$ cat config.mk
export PLATFORM = sky130hd
export DESIGN_NAME = tcb_ram
export DESIGN_NICKNAME = d
export VERILOG_FILES = /design/src/rtl/core/text_cell_buffer_dirty_rects_top_assert.svh /design/src/rtl/core/tcb_ram.sv
export SDC_FILE = /design/constraint.sdc
export NUM_CORES = 2
export LEC_CHECK = 0
export CAP_MARGIN = 15
export CORE_MARGIN = 2
export CORE_UTILIZATION = 35
export CTS_BUF_LIST = sky130_fd_sc_hd__clkbuf_4 sky130_fd_sc_hd__clkbuf_8
export CTS_CLUSTER_SIZE = 40
export DETAILED_ROUTE_END_ITERATION = 8
export DONT_BUFFER_PORTS = 1
export GPL_TIMING_DRIVEN = 0
export PLACE_DENSITY_LB_ADDON = 0.12
export SYNTH_ARGS = -nofsm -noshare
export SYNTH_HDL_FRONTEND = slang
export SYNTH_SLANG_ARGS = --single-unit
$ cat constraint.sdc
create_clock -name clk -period 3.6 [get_ports clk]
set_input_delay 0.72 -clock clk [delete_from_list [all_inputs] [get_ports clk]]
set_output_delay 0.72 -clock clk [all_outputs]
set_load 0.01 [all_outputs]
$ cat src/rtl/core/text_cell_buffer_dirty_rects_top_assert.svh
// Assertion macros for the text cell buffer block.
`ifndef TEXT_CELL_BUFFER_DIRTY_RECTS_TOP_ASSERT_SVH
`define TEXT_CELL_BUFFER_DIRTY_RECTS_TOP_ASSERT_SVH
`ifndef SYNTH
`define TCB_ASSERT_IMPL(label, clk, rst_n, a, c) \
	label: assert property (@(posedge clk) disable iff (!rst_n) (a) |-> (c)) \
		else $error("assertion failed");
`define TCB_ASSERT_NEXT(label, clk, rst_n, a, c) \
	label: assert property (@(posedge clk) disable iff (!rst_n) (a) |=> (c)) \
		else $error("assertion failed");
`else
`define TCB_ASSERT_IMPL(label, clk, rst_n, a, c)
`define TCB_ASSERT_NEXT(label, clk, rst_n, a, c)
`endif
`endif

$ cat src/rtl/core/tcb_ram.sv
// Generic single-port synchronous RAM with registered read.
module tcb_ram #(
	parameter int WIDTH = 8,
	parameter int DEPTH = 256
) (
	input logic clk,
	input logic we,
	input logic [$clog2(DEPTH)-1:0] addr,
	input logic [WIDTH-1:0] wdata,
	output logic [WIDTH-1:0] rdata
);
	logic [WIDTH-1:0] mem [DEPTH];

	// One access per cycle; read data is registered and appears in the cycle after the address.
	always_ff @(posedge clk) begin
		if (we) mem[addr] <= wdata;
		rdata <= mem[addr];
	end
endmodule

==> out/summary.txt <==
Critical path type -> primary input to flop
Finish-stage setup viols -> 192
Buffers on Ports -> 0
Synth Warn # -> 0
Top_reg_cell synth -> edfxtp_1
DR pass1 iterations -> 6
Setup TNS -> -9.43 ns
Gr usage total -> 21.2%
Hold Path Class -> primary input to flop
Total gr overflow -> 0
Die height -> 478 µm
Core Rows -> 173
CORE AREA -> 223000 µm²
Cells after Synth -> 3547
Via/cell ratio -> 5.45
Fillers -> 20000
Design area -> 90400 µm²
CP max stage delay -> 0.58 ns
Post-synth EDFFs -> 2048
Global-route wire length before repair -> 333000 µm
DR WL/cell -> 33.9 µm
CTS tree -> done
Post-Syn Nets -> 3565
Crit path buf inv count -> 5
Clock slew at reported path FFs -> 0.06 ns
Crit Path Max Fanout -> 10
Number of antenna violations at the first check in global routing -> 11
Final hold violation count -> 0
Yosys reg bits -> 2056
Final min period -> 3.72 ns
Unrepaired setup endpoints after global routing -> no
Final #Nets -> 3986
Area after DPL -> 82900 µm²
Synth Area per Inst -> 22.1 µm²
Peak supply drop -> 405 µV
Top delay family on crit path -> buffers and inverters
Initial Utilization -> 35.3%
TritonCTS sink count -> 2056
Relative slew margins -> 5.10%
Total leakage power -> 0.0274 µW
Synthesis-to-layout area growth -> 15.2%
Worst Path Required -> 4.24 ns
Vias in the first global route -> 40100
Detailed-route via count -> 39300
Detailed placement HPWL -> 151000 µm
Num ports -> 26
Top-area cell type share of the netlist area -> 78.3%
Total die area -> 228000 µm²
DRC viols -> 0
Layout cell share with drive strength beyond 1 -> 31.3%
Clock Skews -> 0.0773 ns
Ranking of synthesized cells by area -> edfxtp_1, mux4_2, a22oi_1, nor2_1, a21oi_1
Slowest stage cell, crit path -> clkbuf_4
GPL Wtd Cong -> 0.884
Critical Path Most Common Cell -> clkbuf_2
Worst-Skew Late Latency -> 1.06 ns
DRT iter0 DRCs -> 4429
Status -> finished, violations left
WP data arrival -> 4.36 ns
H-tree depth -> 5
Sequential fraction of the synthesis area -> 78.6%
Total power -> 49500 µW
Critical Path Start Type -> primary input
Max-cap viol count -> 0
Clock buffer depth -> 4
Power per Cell Area -> 548 nW/µm²
Tcrit/Tclk final -> 103%
Fmax -> 0.269 GHz
Failing checks -> setup timing
Most common cell in the synthesized netlist -> edfxtp_1
Synth Cell Area -> 78500 µm²
Die X-Extent -> 478 µm
CTS root buf -> clkbuf_8
Worst Max-Slew Pin Slew -> 1.42 ns
Post-DRT Antenna Nets -> 0
Cts bufs inserted -> 359
Netlist cell types -> 22
Ys async rst share -> 0%
CP cell instances -> clkbuf_2 -> nor2_4 -> clkbuf_4 -> clkbuf_1 -> nand3_1 -> clkbuf_2 -> buf_12 -> nor2_2
Slew Limit Fails -> 0
DRT Wirelength -> 245000 µm
Setup slack after layout -> -0.123 ns
Largest net degree at the start of global routing -> 257
Endpoint type of the worst setup path -> flop
Post-synth top cells -> edfxtp_1, mux4_2, a22oi_1
Synth area leader -> edfxtp_1
## power by group
group / internal (µW) / switching, µW / leakage, µW / total [µW]
registers: 26400 / 23.8 / 0.0185 / 26400
clock network: 11000 / 9480 / 0.00352 / 20500
logic: 792 / 1800 / 0.00540 / 2590
## layer usage
layer	share of wire (%)	vias to the layer above	global-route usage, %	wire [µm]
met1	44	21400	30.4	108000
met4	2.8	4	6.34	6730
met2	47	1497	32.8	114000
met5	0.011	-	0	27
li1	-	16000	-	-
met3	6.6	366	4.11	16100
## final cells by class
type / instances / area, µm² / area share [%]
diodes: 7 / 17.5 / 0.0194
inverters: 1 / 3.75 / 0.00415
flip-flops and latches: 2056 / 61700 / 68.2
multi-input cells: 1258 / 16200 / 17.9
clock buffers: 480 / 5910 / 6.54
clock inverters: 139 / 727 / 0.804
repair buffers: 60 / 1030 / 1.14
well taps: 2975 / 3720 / 4.12
plain buffers: 232 / 1160 / 1.29
## cell families after synthesis
| family | Yosys count | share of synthesized area (%) |
|---|---|---|
| AO/OA/AOI/OAI | 416 | 3.62 |
| AND/OR/NAND/NOR | 330 | 1.73 |
| flip-flops | 2056 | 78.6 |
| buffers and inverters | 233 | 1.40 |
| multiplexers | 512 | 14.7 |
## placed cells by master (no fill, tap or decap), types with 8 or more instances in the layout
master,instances
a21oi_1,122
a22oi_1,255
buf_1,14
buf_12,12
buf_16,21
buf_2,48
buf_4,27
buf_6,20
clkbuf_1,103
clkbuf_2,41
clkbuf_4,113
clkbuf_8,369
clkinv_1,103
clkinv_2,27
dfxtp_1,8
edfxtp_1,2048
mux4_2,512
nand2_1,28
nand3_1,13
nand4_1,8
nor2_1,139
nor2_2,92
nor3_1,19
nor3_2,11
o41ai_1,23
## registers in the layout (all words and copies together), names as in the netlist
register / count
mem: 2048
rdata: 8
## per-stage QoR
step	worst slack [ns]	instances	hold slack (ns)	utilization (%)
after floorplan	0.661	3547	0.819	-
after global placement	-3.78	6522	0.858	36.9
after detailed placement	-2.29	6564	0.853	37.2
after CTS	-0.0102	7200	0.0422	40.6
after global routing	0.0106	7207	0.0526	40.6
final	-0.123	7208	0.104	40.6
## final timing paths
kind          startpoint          end  slack [ns]  cells past startpoint
max              addr[3]  mem[176][2]       -0.12                      8
min             wdata[7]  mem[196][7]        0.10                      1
max reg2reg  mem[139][5]     rdata[5]        0.63                      5
min reg2reg  mem[244][1]     rdata[1]        1.16                      5
## worst reg2reg max path, stage by stage, from the launching register on
cell and delay [ns]:
edfxtp_1 0.36, mux4_2 0.48, a22oi_1 0.44, a21oi_1 0.28, o41ai_2 0.72, nand4_1 0.45
## what timing repair did
item,CTS,global route
hold buffers,17,0
buffers inserted,0,0
setup endpoints to repair,1646,401
resized for setup,113,37
hold endpoints to repair,1673,0
Power figures use the tool's default switching activity.
